==> src/rtl/tpcs_pkg.sv <==
// ----------------------------------------------------------------------------
// tpcs_pkg
// Item types and fixed constants shared by the coverage shader modules.
// ----------------------------------------------------------------------------
`default_nettype none

package tpcs_pkg;

  localparam int LANES = 3;
  localparam int CHAN_BITS = 8;

  typedef struct packed {
    logic signed [15:0] vertex_a_x;
    logic signed [15:0] vertex_a_y;
    logic signed [15:0] vertex_b_x;
    logic signed [15:0] vertex_b_y;
    logic signed [15:0] vertex_c_x;
    logic signed [15:0] vertex_c_y;
    logic [23:0]        colour_a;
    logic [23:0]        colour_b;
    logic [23:0]        colour_c;
    logic [11:0]        pixel_x;
    logic [11:0]        pixel_y;
  } tpcs_in_t;

  typedef struct packed {
    logic                 inside_res;
    logic [CHAN_BITS-1:0] red;
    logic [CHAN_BITS-1:0] green;
    logic [CHAN_BITS-1:0] blue;
  } tpcs_out_t;

endpackage

`default_nettype wire

==> src/rtl/tpcs_sqrt_cell.sv <==
// ----------------------------------------------------------------------------
// tpcs_sqrt_cell
// One root bit of a floor square root, three lanes, with a registered hop.
// ----------------------------------------------------------------------------
`default_nettype none

module tpcs_sqrt_cell #(
  parameter int RW  = 18,
  parameter int SBW = 1
) (
  input  wire logic                                   clk_i,
  input  wire logic                                   rst_ni,
  input  wire logic                                   ce_i,
  input  wire logic                                   valid_i,
  input  wire logic [tpcs_pkg::LANES-1:0][2*RW-1:0]   rad_i,
  input  wire logic [tpcs_pkg::LANES-1:0][RW+1:0]     rem_i,
  input  wire logic [tpcs_pkg::LANES-1:0][RW-1:0]     root_i,
  input  wire logic [SBW-1:0]                         sb_i,
  output logic                                        valid_o,
  output logic [tpcs_pkg::LANES-1:0][2*RW-1:0]        rad_o,
  output logic [tpcs_pkg::LANES-1:0][RW+1:0]          rem_o,
  output logic [tpcs_pkg::LANES-1:0][RW-1:0]          root_o,
  output logic [SBW-1:0]                              sb_o
);
  import tpcs_pkg::*;

  logic [LANES-1:0][2*RW-1:0] rad_d;
  logic [LANES-1:0][RW+1:0]   rem_d;
  logic [LANES-1:0][RW-1:0]   root_d;
  logic [LANES-1:0][RW+1:0]   rem_sh;
  logic [LANES-1:0][RW+1:0]   trial;
  logic                       valid_q;

  always_comb begin
    for (int l = 0; l < LANES; l++) begin
      rem_sh[l] = {rem_i[l][RW-1:0], rad_i[l][2*RW-1 -: 2]};
      trial[l]  = {root_i[l], 2'b01};
      rad_d[l]  = {rad_i[l][2*RW-3:0], 2'b00};
      if (rem_sh[l] >= trial[l]) begin
        rem_d[l]  = rem_sh[l] - trial[l];
        root_d[l] = {root_i[l][RW-2:0], 1'b1};
      end else begin
        rem_d[l]  = rem_sh[l];
        root_d[l] = {root_i[l][RW-2:0], 1'b0};
      end
    end
  end

  always_ff @(posedge clk_i or negedge rst_ni) begin
    if (!rst_ni) begin
      valid_q <= 1'b0;
    end else if (ce_i) begin
      valid_q <= valid_i;
    end
  end

  always_ff @(posedge clk_i) begin
    if (ce_i) begin
      rad_o  <= rad_d;
      rem_o  <= rem_d;
      root_o <= root_d;
      sb_o   <= sb_i;
    end
  end

  assign valid_o = valid_q;

endmodule

`default_nettype wire

==> config.mk <==
export PLATFORM = sky130hd
export DESIGN_NAME = tpcs_sqrt_cell
export DESIGN_NICKNAME = d
export VERILOG_FILES = /design/src/rtl/tpcs_pkg.sv /design/src/rtl/tpcs_sqrt_cell.sv
export SDC_FILE = /design/constraint.sdc
export NUM_CORES = 1
export LEC_CHECK = 0
export BUFFER_PORTS_ARGS = -buffer_cell sky130_fd_sc_hd__buf_2
export CAP_MARGIN = 20
export CORE_AREA = 2 2 175 177
export DETAILED_ROUTE_END_ITERATION = 12
export DIE_AREA = 0 0 177 179
export PLACE_DENSITY = 0.73
export RECOVER_POWER = 100
export SYNTH_ARGS = -nofsm -noshare
export SYNTH_HDL_FRONTEND = slang
export SYNTH_SLANG_ARGS = --single-unit
export TNS_END_PERCENT = 1
==> constraint.sdc <==
create_clock -name clk_i -period 1.45 [get_ports clk_i]
set_clock_uncertainty 0.05 [all_clocks]
set_input_delay 0.0725 -clock clk_i [delete_from_list [all_inputs] [get_ports clk_i]]
set_output_delay 0.0725 -clock clk_i [all_outputs]
set_load 0.01 [all_outputs]
==> summary.txt <==
Outcome
  • Status: finished with violations
  • Failing checks: negative setup slack

Worst setup path
  • Crit-path max FO: 9
  • Worst Setup Path Type: in -> reg
  • Req. time, crit path: 1.67 ns
  • Startpoint types: primary input
  • WP data arrival: 1.99 ns
  • CP Capture Type: register

Power and ir drop
  • Peak supply drop: 1050 uV
  • Lkg Pwr: 0.00845 uW
  • PD cells: 1050 nW/um2

STA
  • Hold_ws: 0.0295 ns
  • RSZ-0062 raised after global routing: yes
  • Final Cycle Share: 122%
  • Final Hold Fails: 0
  • Final setup margin: -0.326 ns
  • Crit path time final: 1.78 ns
  • Slew Viols, Final: 0
  • Fmax: 563 MHz
  • Final setup viols: 60

Drt
  • Residual DRC: 0
  • Mean routed wirelength per cell: 19.2 um
  • DRT Pass-1 Iters: 5
  • Vias per cell: 4.90
  • Vias: 10.3k
  • DR iter-0 viols: 636
  • WL final: 40300 um
  • ANT nets after route: 0

Placed design
  • IO buf count: 438
  • Post-Place Cells: 1817
  • Detail Placement HPWL: 26200 um
  • Routability cong.: 0.925

Finish
  • Area delta synth->final: 78.0%
  • Layout cells sized above 1: 51.0%
  • Fillers: 2145
  • Final #Nets: 1962
  • Non-Filler Instances: 2093

Die
  • Die Wd: 177 um
  • IO Count: 451
  • Starting Density: 35.6%
  • Die ar.: 31700 um2
  • Core area: 30000 um2
  • Num rows: 64
  • Die Y: 179 um

Yosys
  • FF+latch count, synth: 218
  • Post-synth top area share: 61.0%
  • Top FF cell, synth: edfxtp_1
  • Netlist cell types: 70
  • Top cells by area, synth: edfxtp_1 (61%), ha_1 (7.0%), mux2_2 (3.3%)
  • Synth Instances: 795
  • Synth cell count leaders: edfxtp_1 (217), inv_1 (71), a21oi_1 (63)
  • Post-Syn Area: 10700 um2
  • Synth warn: 0
  • Sequential share of the synthesized area: 61.3%
  • Mapped Avg Cell Area: 13.4 um2
  • Top-count cell post-synth: edfxtp_1
  • Area leader, netlist: edfxtp_1
  • Post-synth EDFFs: 217
  • FFs w/ async S/R, synth: 0.459%

Flow run
  • Max_cap viols: 0

GRT
  • GRT Overall Usage: 23.2%
  • First-pass GRT wire length: 56900 um
  • Vias in the first global route: 10.7k
  • Total grt overflow: 0
  • Largest net degree at the start of global routing: 45
  • Initial antenna violation count: 7

Min path
  • Hold crit path type: in -> reg

Clock tree
  • H-tree levels: 1
  • CTS tree: built
  • CTS clk-pin slew, worst paths: 0.06 ns
  • Worst-Skew Late Latency: 0.51 ns
  • Root buf cell: clkbuf_16
  • Clock Sinks: 218
  • Clk buf depth: 3
  • CTS buffer count: 24
-- per-layer routing --
layer | vias up | part of all wire (%) | track usage [%] | wire, um
met5 | - | 0.067 | 0 | 27
met4 | 4 | 3.8 | 10.2 | 1550
met3 | 106 | 8.1 | 5.83 | 3250
met2 | 479 | 53 | 43.2 | 21100
met1 | 4929 | 35 | 24.8 | 14300
li1 | 4734 | - | - | -
-- critical path, cell delays in order --
cell      delay, ns
buf_2          0.10
inv_2          0.05
ha_4           0.32
nand2_4        0.08
o211ai_1       0.22
a21oi_2        0.11
or2_1          0.27
a31oi_4        0.25
buf_8          0.19
mux2_4         0.32
-- cell usage in the layout (no fill, tap or decap), types with 14 or more instances in the layout --
master         instances
ha_4                  30
dlygate4sd3_1        216
inv_1                 50
a21o_1                15
a21oi_2               15
nor2_1                44
ha_1                  30
mux2_4                31
xor2_1                14
buf_6                 25
clkbuf_16             25
buf_4                208
buf_2                412
nand2_1               24
inv_2                 15
edfxtp_1             217
a21oi_1               46
xnor2_1               37
-- final timing paths --
check | slack [ns] | start | end | cells after the start
max in group asynchronous | 0.87 | rst_ni | valid_o | 3
hold reg to reg | 0.47 | valid_o | valid_o | 1
setup / recovery | -0.33 | root_i[8] | rem_o[8] | 10
min in group asynchronous | 0.37 | rst_ni | valid_o | 3
setup reg to reg | 0.65 | valid_o | valid_o | 1
hold / removal | 0.03 | rem_i[57] | rem_o[59] | 4
-- stage by stage --
stage	util, %	setup slack (ns)	cell area (um2)	total power, uW	TNS [ns]
after CTS	62.0	-0.337	18600	19700	-10.33
final	63.3	-0.326	19000	20000	-13.27
after detailed placement	49.9	-1.05	15000	12200	-54.19
after global routing	63.3	-0.368	19000	20800	-16.62
after floorplan	-	-0.679	10900	10100	-36.21
after global placement	49.9	-0.991	15000	12100	-51.77
-- registers in the layout (all words and copies together), names as in the netlist --
signal   count
rad_o      102
root_o      54
valid_o      1
sb_o         1
rem_o       60
-- power by group --
part	internal, uW	switching [uW]
Clock	4210	2580
Combinational	2800	2560
Sequential	7670	184
Total	14700	5320
-- cells by family (layout without fill, tap and decap cells) --
logic type               after synthesis  in the layout  synth area share (%)
XOR/XNOR                              51             51                  4.18
adder cells (fa/ha/maj)               60             60                  7.03
flip-flops                           218            218                  61.3
AND/OR/NAND/NOR                      143            143                  6.68
multiplexers                          45             45                  4.91
AO/OA/AOI/OAI                        182            183                  11.8
other                                  1             11                0.0351
buffers and inverters                 95            986                  4.08
-- layout make-up --
cell class              count  area, um2  share of cell area, %
inverters                  71        292                   1.53
clock buffers              29        641                   3.37
clock inverters            14        224                   1.18
multi-input cells         488       4560                   24.0
repair buffers            872       6240                   32.8
flip-flops and latches    218       6540                   34.4
diodes                      5       12.5                 0.0658
well taps                 396        495                   2.61
-- repair_timing --
item                       in CTS  in global routing
hold endpoints to repair      229                  0
setup endpoints to repair      63                 62
cloned                          0                  1
setup buffers                   5                  6
resized for setup             122                 72
hold buffers                  216                  0
pin swaps                      26                 38
Power figures use the tool's default switching activity.
