<file path="src/rtl/tpcs_pkg.sv">
// ----------------------------------------------------------------------------
// tpcs_pkg
// Item types and fixed constants shared by the coverage shader modules.
// ----------------------------------------------------------------------------
`default_nettype none

package tpcs_pkg;

  localparam int LANES = 3;
  localparam int CHAN_BITS = 8;

  typedef struct packed {
    logic signed [15:0] vertex_a_x;
    logic signed [15:0] vertex_a_y;
    logic signed [15:0] vertex_b_x;
    logic signed [15:0] vertex_b_y;
    logic signed [15:0] vertex_c_x;
    logic signed [15:0] vertex_c_y;
    logic [23:0]        colour_a;
    logic [23:0]        colour_b;
    logic [23:0]        colour_c;
    logic [11:0]        pixel_x;
    logic [11:0]        pixel_y;
  } tpcs_in_t;

  typedef struct packed {
    logic                 inside_res;
    logic [CHAN_BITS-1:0] red;
    logic [CHAN_BITS-1:0] green;
    logic [CHAN_BITS-1:0] blue;
  } tpcs_out_t;

endpackage

`default_nettype wire

</file>
<file path="src/rtl/tpcs_div_cell.sv">
// ----------------------------------------------------------------------------
// tpcs_div_cell
// One quotient bit of a restoring divide, three lanes sharing one divisor.
// ----------------------------------------------------------------------------
`default_nettype none

module tpcs_div_cell #(
  parameter int NW    = 28,
  parameter int TW    = 20,
  parameter int SHIFT = 7,
  parameter int SBW   = 1
) (
  input  wire logic                                                  clk_i,
  input  wire logic                                                  rst_ni,
  input  wire logic                                                  ce_i,
  input  wire logic                                                  valid_i,
  input  wire logic [tpcs_pkg::LANES-1:0][NW-1:0]                    rem_i,
  input  wire logic [tpcs_pkg::LANES-1:0][tpcs_pkg::CHAN_BITS-1:0]   quo_i,
  input  wire logic [TW-1:0]                                         total_i,
  input  wire logic [SBW-1:0]                                        sb_i,
  output logic                                                       valid_o,
  output logic [tpcs_pkg::LANES-1:0][NW-1:0]                         rem_o,
  output logic [tpcs_pkg::LANES-1:0][tpcs_pkg::CHAN_BITS-1:0]        quo_o,
  output logic [TW-1:0]                                              total_o,
  output logic [SBW-1:0]                                             sb_o
);
  import tpcs_pkg::*;

  logic [NW-1:0]                        cmp;
  logic [LANES-1:0][NW-1:0]             rem_d;
  logic [LANES-1:0][CHAN_BITS-1:0]      quo_d;
  logic                                 valid_q;

  assign cmp = NW'(total_i) << SHIFT;

  always_comb begin
    for (int l = 0; l < LANES; l++) begin
      if (rem_i[l] >= cmp) begin
        rem_d[l] = rem_i[l] - cmp;
        quo_d[l] = {quo_i[l][CHAN_BITS-2:0], 1'b1};
      end else begin
        rem_d[l] = rem_i[l];
        quo_d[l] = {quo_i[l][CHAN_BITS-2:0], 1'b0};
      end
    end
  end

  always_ff @(posedge clk_i or negedge rst_ni) begin
    if (!rst_ni) begin
      valid_q <= 1'b0;
    end else if (ce_i) begin
      valid_q <= valid_i;
    end
  end

  always_ff @(posedge clk_i) begin
    if (ce_i) begin
      rem_o   <= rem_d;
      quo_o   <= quo_d;
      total_o <= total_i;
      sb_o    <= sb_i;
    end
  end

  assign valid_o = valid_q;

endmodule

`default_nettype wire

</file>
<file path="config.mk">
export PLATFORM = sky130hd
export DESIGN_NAME = tpcs_div_cell
export DESIGN_NICKNAME = d
export VERILOG_FILES = /design/src/rtl/tpcs_pkg.sv /design/src/rtl/tpcs_div_cell.sv
export SDC_FILE = /design/constraint.sdc
export NUM_CORES = 1
export LEC_CHECK = 0
export ABC_CLOCK_PERIOD_IN_PS = 900
export BUFFER_PORTS_ARGS = -buffer_cell sky130_fd_sc_hd__buf_2
export CORE_ASPECT_RATIO = 1.1
export CORE_UTILIZATION = 51
export DETAILED_ROUTE_END_ITERATION = 12
export PLACE_DENSITY_LB_ADDON = 0.2
export SYNTH_ARGS = -nofsm -noshare
export SYNTH_HDL_FRONTEND = slang
export SYNTH_SLANG_ARGS = --single-unit
</file>
<file path="constraint.sdc">
create_clock -name clk_i -period 0.9 [get_ports clk_i]
set_input_delay 0.27 -clock clk_i [delete_from_list [all_inputs] [get_ports clk_i]]
set_output_delay 0.27 -clock clk_i [all_outputs]
set_load 0.005 [all_outputs]
</file>
==> run_results.csv, run 1 <==
group,metric,value,unit
clock_tree,clock_latency,420,ps
layout,seq_area,0.00390,mm²
synth,syn_avg_cell_area,11.0,µm²
route,drcViolationCount,0,
synth,mappedNetlistArea,0.00785,mm²
critical_path,timing.rr.start,"valid_o",
critical_path,cp_cell_sequence,"buf_8 > clkinvlp_4 > buf_12 > ha_4 > nor2b_4 > o31ai_4 > a221oi_4 > o41ai_4 > nor2_4 > o311ai_2 > a21oi_1 > mux2_2",
clock_tree,clock_path_buffers,2,
grt,grt_max_degree,44,
synth,ys_seq_area_share,49.6,%
power_and_ir_drop,finalPower,0.0225,W
synth,yosysUniqueCellTypes,67,
worst_hold_path,hp-start,"quo_i[18]",
layout,drive_above_1_share,58.3,%
floorplanning,die_w,120,µm
clock_tree,clock-sinks,130,
placed_design,portBuffers,259,
critical_path,cp.arrival,2560,ps
synth,ys_warn_count,0,
grt,grt_antenna_before_repair,1,
status,violations,"setup timing",
timing,fmax,420,MHz
placed_design,dp_hpwl,19.3,mm
timing,finalSetupViolCount,196,
placed_design,gp_congestion,0.945,
floorplanning,io-pin-count,263,
clock_tree,clock-root-buffer,"clkbuf_16",
critical_path,r2r_setup_slack,100,ps
synth,syn_nets,909,
timing,finalWorstSetupSlack,-1480,ps
timing,relSlewSlack,59.0,%
route,wl_per_cell,22.1,µm
clock_tree,cts_buffers,17,
layout,num-nets-final,1412,
route,routed-via-count,8397,
clock_tree,cts.reportedPaths.clkPinSlew,70,ps
route,finalWirelength,31.5,mm
layout,layout_commonest_cell,"buf_2",
floorplanning,core-area,0.0151,mm²
run,cap_violations,0,
floorplanning,rows,47,
timing,period_needed,2380,ps
power_and_ir_drop,power_density,1700,mW/mm²
critical_path,r2r_cells,1,
synth,synthCells,713,
grt,overflow,0,
layout,multi_input_area,0.00483,mm²
critical_path,cp-end-kind,"register",
grt,grt_pass1_wl,43.9,mm
grt,grt_pass1_vias,8374,
critical_path,cpPeakStageDelay,390,ps
synth,synth_enable_flop_cells,129,
synth,synth-main-ff-cell,"edfxtp_1",
layout,nFillCells,672,
route,ant_nets,0,
critical_path,startpoint_type,"input port",
placed_design,placed_cell_area,0.0115,mm²
grt,global_route.usage.total,36.6,%
timing,whs,18.1,ps
power_and_ir_drop,p_leak,5.88,nW
timing,hold_violations,0,
timing,period_share,265,%
timing,max_slew.worst_pin.slew,609,ps
critical_path,r2r_end,"valid_o",
clock_tree,ctsHtreeMaxLevel,4,
worst_hold_path,hp-class,"in -> reg",
critical_path,worstSetupPathType,"in -> reg",
layout,final_cell_mix,"buf_2, buf_4, edfxtp_1, nand2_1, a21oi_1",
timing,rsz0062_at_grt,"yes",
synth,async_flop_share,0.769,%
worst_hold_path,hold-path-cell-count,1,
critical_path,cp_slowest_cell,"o41ai_4",
route,first_pass_iters,7,
synth,synth_seq_cells,130,
route,drtIter0Drc,703,
floorplanning,start_util,52.2,%
worst_hold_path,min_to,"quo_o[19]",
status,status,"finished with violations",
power_and_ir_drop,peakVddDrop,1.29,mV
route,vias_per_cell,5.89,
critical_path,worst-path-max-fanout,3,
clock_tree,cts_tree,"yes",
timing,slew_violations,0,
layout,syn2layout_area_growth,68.5,%
timing,skew,0,ps
floorplanning,dieArea,0.0159,mm²
layout,design_area,0.0132,mm²
floorplanning,die_h,132,µm
critical_path,worstPathRequired,1080,ps
-- cells in the mapped netlist, types with 2 or more instances --
cell | n | area share, %
buf_4 | 3 | 0.29
a211oi_1 | 3 | 0.29
nor4_1 | 4 | 0.32
mux2_2 | 12 | 1.7
o21a_1 | 14 | 1.3
nor4b_1 | 4 | 0.45
a21boi_0 | 2 | 0.19
o211ai_1 | 7 | 0.67
a31oi_1 | 6 | 0.48
o21ai_1 | 25 | 1.6
o21bai_1 | 5 | 0.48
inv_1 | 38 | 1.8
nand4_1 | 6 | 0.48
nand2b_1 | 9 | 0.72
edfxtp_1 | 129 | 49
or4b_1 | 2 | 0.25
a21oi_1 | 65 | 4.1
nand3_1 | 12 | 0.76
o31a_1 | 5 | 0.56
clkbuf_1 | 8 | 0.38
or2_1 | 2 | 0.16
buf_2 | 9 | 0.57
mux2_1 | 12 | 1.7
nand2_1 | 50 | 2.4
xnor2_1 | 29 | 3.2
nor2b_1 | 11 | 0.88
o21ai_0 | 31 | 2.0
o31ai_1 | 4 | 0.38
xor2_1 | 17 | 1.9
ha_1 | 60 | 9.6
a21o_1 | 20 | 1.9
nor2_1 | 50 | 2.4
and3_1 | 2 | 0.16
o41ai_1 | 2 | 0.22
and2_1 | 3 | 0.24
nor3_1 | 13 | 0.83
a211o_1 | 2 | 0.22
fa_1 | 3 | 0.76
o211a_1 | 4 | 0.51
or3_1 | 3 | 0.24
-- routing by layer --
metal / vias up / GRT usage, % / wire [µm]
met5: - / 0 / 0
met4: 0 / 23.6 / 2430
met3: 195 / 7.53 / 2340
met2: 556 / 64.5 / 15600
met1: 3955 / 39.5 / 11100
li1: 3691 / - / -
-- registers in the layout, summed over array words and instances (netlist names) --
register	flops
rem_o	84
valid_o	1
total_o	20
sb_o	1
quo_o	24
-- worst max-delay path by stage --
stage,end,cells after the start,start
detailed placement,rem_o[83],11,total_i[0]
CTS,rem_o[27],11,total_i[2]
global placement,rem_o[83],11,total_i[0]
floorplan,rem_o[83],10,total_i[2]
global route,rem_o[83],12,total_i[2]
finish,rem_o[83],12,total_i[2]
-- worst max-delay path, delay by kind of cell --
kind / cells / cell delay (ps)
adders and majority gates: 1 / 220
muxes: 1 / 270
buffers and inverters: 3 / 350
and+or+nand+nor: 2 / 240
AOI/OAI and AO/OA: 5 / 1190
-- logic make-up after synthesis --
family	count (synthesis)	synth area share, %
mux	24	3.44
compound gates	211	17.1
buf+inv	60	3.15
fa+ha+maj	63	10.3
simple gates	179	11.2
xor+xnor	46	5.13
flops	130	49.6
-- through the flow --
step	utilization (%)	setup TNS [ps]	setup WS, ps	instances
4_1_cts	86.1	-121540	-1430	1417
3_3_place_gp	76.2	-128940	-1890	1356
3_5_place_dp	76.2	-132090	-1940	1356
5_1_grt	87.9	-133950	-1580	1426
2_1_floorplan	-	-90280	-1600	713
6_report	87.9	-127340	-1480	1426
-- layout make-up --
| type | count | area share (%) |
|---|---|---|
| Multi-Input combinational cell | 523 | 36.5 |
| Inverter | 39 | 1.41 |
| Clock inverter | 14 | 1.27 |
| Clock buffer | 18 | 3.24 |
| Sequential cell | 130 | 29.5 |
| Tap cell | 196 | 1.85 |
| Timing Repair Buffer | 505 | 26.2 |
| Antenna cell | 1 | 0.0189 |
-- power by group --
group / total (W) / internal, W / switching [W] / leakage, nW
logic: 0.00752 / 0.00385 / 0.00367 / 4.32
clock network: 0.00718 / 0.00418 / 0.00300 / 0.287
registers: 0.00780 / 0.00758 / 0.000217 / 1.27
total: 0.0225 / 0.0156 / 0.00688 / 5.88
-- timing repair --
item / 4_1_cts / 5_1_grt
hold buffers: 1 / 0
setup endpoints to repair: 196 / 196
resized for setup: 145 / 53
gates cloned: 1 / 1
setup buffers: 29 / 10
hold endpoints to repair: 1 / 0
pin swaps: 62 / 39
No activity file was read; power rests on OpenSTA's default activity.
==> inputs of run 2 (changes only) <==
--- a/config.mk
+++ b/config.mk
@@ -5,10 +5,11 @@
 export SDC_FILE = /design/constraint.sdc
 export NUM_CORES = 1
 export LEC_CHECK = 0
+export ABC_AREA = 1
 export ABC_CLOCK_PERIOD_IN_PS = 900
 export BUFFER_PORTS_ARGS = -buffer_cell sky130_fd_sc_hd__buf_2
 export CORE_ASPECT_RATIO = 1.1
-export CORE_UTILIZATION = 51
+export CORE_UTILIZATION = 53
 export DETAILED_ROUTE_END_ITERATION = 12
 export PLACE_DENSITY_LB_ADDON = 0.2
 export SYNTH_ARGS = -nofsm -noshare
==> run 2 against run 1 <==
The run still ends with setup timing left. Routed wire length rose by 17%. Total power increased by 1.7%. Final cell count grew 40%. Non-clock buffer count is 7 lower. Utilization hardly changed. Sequential share of layout area shrank 3.4 points. Worst hold slack got worse by 15 ps. Largest cell class unchanged.
==> run_results.csv, run 2 <==
group,metric,value,unit
status,status,"finished with violations",
critical_path,r2r_end,"valid_o",
grt,grt_pass1_vias,10700,
route,finalWirelength,36.8,mm
power_and_ir_drop,p_leak,7.67,nW
layout,syn2layout_area_growth,62.3,%
placed_design,dp_hpwl,23.4,mm
timing,period_share,206,%
grt,overflow,0,
timing,hold_violations,0,
synth,yosys.area_share.simple,33.1,%
route,first_pass_iters,5,
layout,nFillCells,884,
status,violations,"setup timing",
synth,synth_top_area_share,42.1,%
worst_hold_path,hp-start,"quo_i[4]",
floorplanning,dieArea,0.0179,mm²
synth,ys_seq_area_share,42.3,%
critical_path,r2r_cells,1,
placed_design,dp.cells,1901,
grt,grt_max_degree,31,
timing,whs,3.32,ps
power_and_ir_drop,power_density,1530,mW/mm²
critical_path,timing.rr.start,"valid_o",
synth,ys_warn_count,0,
layout,regMostFlops,"rem_o",
floorplanning,rows,50,
timing,finalWorstSetupSlack,-957,ps
clock_tree,cts_tree,"yes",
synth,synth-main-ff-cell,"edfxtp_1",
layout,final_cells,1992,
floorplanning,core-area,0.0170,mm²
placed_design,portBuffers,259,
worst_hold_path,hp-class,"in -> reg",
synth,netlist_top_cells_count,"nand2_1, inv_1, edfxtp_1",
synth,synth_enable_flop_cells,129,
clock_tree,clock_path_buffers,2,
critical_path,worstSetupPathType,"in -> reg",
layout,drive_above_1_share,47.8,%
grt,grt_pass1_wl,52.3,mm
placed_design,dpl_worst_slack,-1440,ps
timing,fmax,539,MHz
critical_path,r2r_setup_slack,160,ps
critical_path,cp-end-kind,"register",
synth,yosysTopAreaCell,"edfxtp_1",
synth,mappedNetlistArea,0.00921,mm²
clock_tree,cts_buffers,17,
run,cap_violations,0,
clock_tree,cts.reportedPaths.clkPinSlew,70,ps
synth,syn_avg_cell_area,7.51,µm²
floorplanning,io-pin-count,263,
placed_design,placed_cell_area,0.0124,mm²
floorplanning,die_w,128,µm
synth,yosys.area_share.adder,8.80,%
grt,grt_antenna_before_repair,0,
timing,finalSetupViolCount,196,
floorplanning,die_h,140,µm
critical_path,worstPathRequired,1210,ps
route,vias_per_cell,5.47,
timing,period_needed,1860,ps
synth,synthMuxAreaShare,0.122,%
placed_design,gp_congestion,0.914,
clock_tree,clock_latency,430,ps
synth,async_flop_share,0.769,%
clock_tree,clock-root-buffer,"clkbuf_16",
timing,rsz0062_at_grt,"yes",
synth,synth_area_leaders,"edfxtp_1, nand2_1, inv_1, ha_1, nand3_1",
synth,synthCells,1227,
route,drcViolationCount,0,
route,wl_per_cell,18.5,µm
synth,yosysMostFrequentCell,"nand2_1",
synth,synth_seq_cells,130,
layout,top_regs,"rem_o (84), quo_o (24), total_o (20)",
layout,design_area,0.0149,mm²
synth,syn_nets,1423,
timing,relSlewSlack,77.8,%
power_and_ir_drop,peakVddDrop,1.38,mV
timing,max_slew.worst_pin.slew,331,ps
synth,synth_xor_area_share,2.57,%
synth,yosysUniqueCellTypes,29,
synth,synth_top_family_by_area,"simple AND/OR/NAND/NOR gates",
layout,layout_commonest_cell,"nand2_1",
route,ant_nets,0,
layout,num-nets-final,1941,
worst_hold_path,min_to,"quo_o[5]",
grt,global_route.usage.total,38.6,%
clock_tree,ctsHtreeMaxLevel,4,
synth,synth_compound_area_share,3.21,%
layout,antenna_cells,0,
layout,largest_reg_flops,84,
timing,finalSetupTns,-98160,ps
critical_path,cp.arrival,2160,ps
route,routed-via-count,10900,
critical_path,worst-path-max-fanout,4,
timing,slew_violations,0,
route,drtIter0Drc,855,
timing,skew,0,ps
critical_path,startpoint_type,"input port",
layout,final_cell_mix,"nand2_1, buf_2, buf_4, inv_1, edfxtp_1",
worst_hold_path,hold-path-cell-count,1,
floorplanning,start_util,54.1,%
clock_tree,clock-sinks,130,
[run 2: cell count changes after synthesis, sizes merged, moves of 23 or more]
cell,change
o21ai,-47
nand2,+474
nand3,+61
xnor2,-23
mux2,-23
inv,+177
a21oi,-28
nor2,+31
[run 2: area by class of cell]
class / count / area, µm² / share of cell area [%]
repair buffers: 498 / 3400 / 22.7
clock buffers: 17 / 425 / 2.85
repair inverters: 9 / 98.8 / 0.661
flip-flops and latches: 130 / 3900 / 26.1
inverters: 216 / 888 / 5.94
clock inverters: 15 / 166 / 1.11
multi-input cells: 873 / 5780 / 38.6
well taps: 234 / 293 / 1.96
[run 2: worst max-delay path by stage]
stage,start,endpoint,slack [ps],cells past startpoint
2_1_floorplan,total_i[8],rem_o[27],-910,13
3_3_place_gp,total_i[16],rem_o[78],-1360,12
3_5_place_dp,total_i[16],rem_o[35],-1440,13
4_1_cts,total_i[16],rem_o[37],-790,13
5_1_grt,total_i[8],rem_o[39],-1030,15
6_report,total_i[3],rem_o[54],-960,12
[run 2: cell families (layout without fill, tap and decap cells)]
kind of cell	count (synthesis)	count (layout)
buffers and inverters	225	755
xor gates and xnor gates	27	27
muxes	1	1
adders and majority gates	63	63
AOI/OAI and AO/OA	53	53
and+or+nand+nor	728	729
DFF	130	130
[run 2: worst max-delay path: stages]
cell and delay [ps]:
buf_8 80, clkinvlp_4 180, ha_4 370, nand2_4 80
buf_4 140, nor2_1 180, nand2_1 90, nand3b_1 290
buf_4 210, nand4_1 120, nand3_2 80, nand2_1 70
[run 2: where the power goes]
| part | switching [W] | leakage [nW] | total (W) | internal, W |
|---|---|---|---|---|
| Clock | 0.00312 | 0.288 | 0.00707 | 0.00395 |
| Combinational | 0.00446 | 6.11 | 0.00808 | 0.00362 |
| Sequential | 0.000200 | 1.27 | 0.00772 | 0.00752 |
[run 2: repair_timing]
item / in CTS / in global routing
setup endpoints to repair: 196 / 196
buffers inserted: 33 / 15
hold buffers: 1 / 0
gates resized for setup: 267 / 124
pin swaps: 70 / 65
cloned: 12 / 2
hold endpoints to repair: 1 / 0
[run 2: stage by stage]
stage                     util, %  total power [W]
final                        87.8           0.0229
after global routing         87.8           0.0237
after CTS                    84.6           0.0220
after detailed placement     72.8           0.0138
after global placement       72.8           0.0137
after floorplan                 -           0.0109
[run 2: routing by layer]
metal  track usage (%)  part of all wire [%]  vias to the layer above
met5                 0                     0                        -
met2              71.8                    51                      684
li1                  -                     -                     4929
met1              40.5                    34                     5049
met4              22.6                   7.8                        0
met3              6.65                   7.3                      231
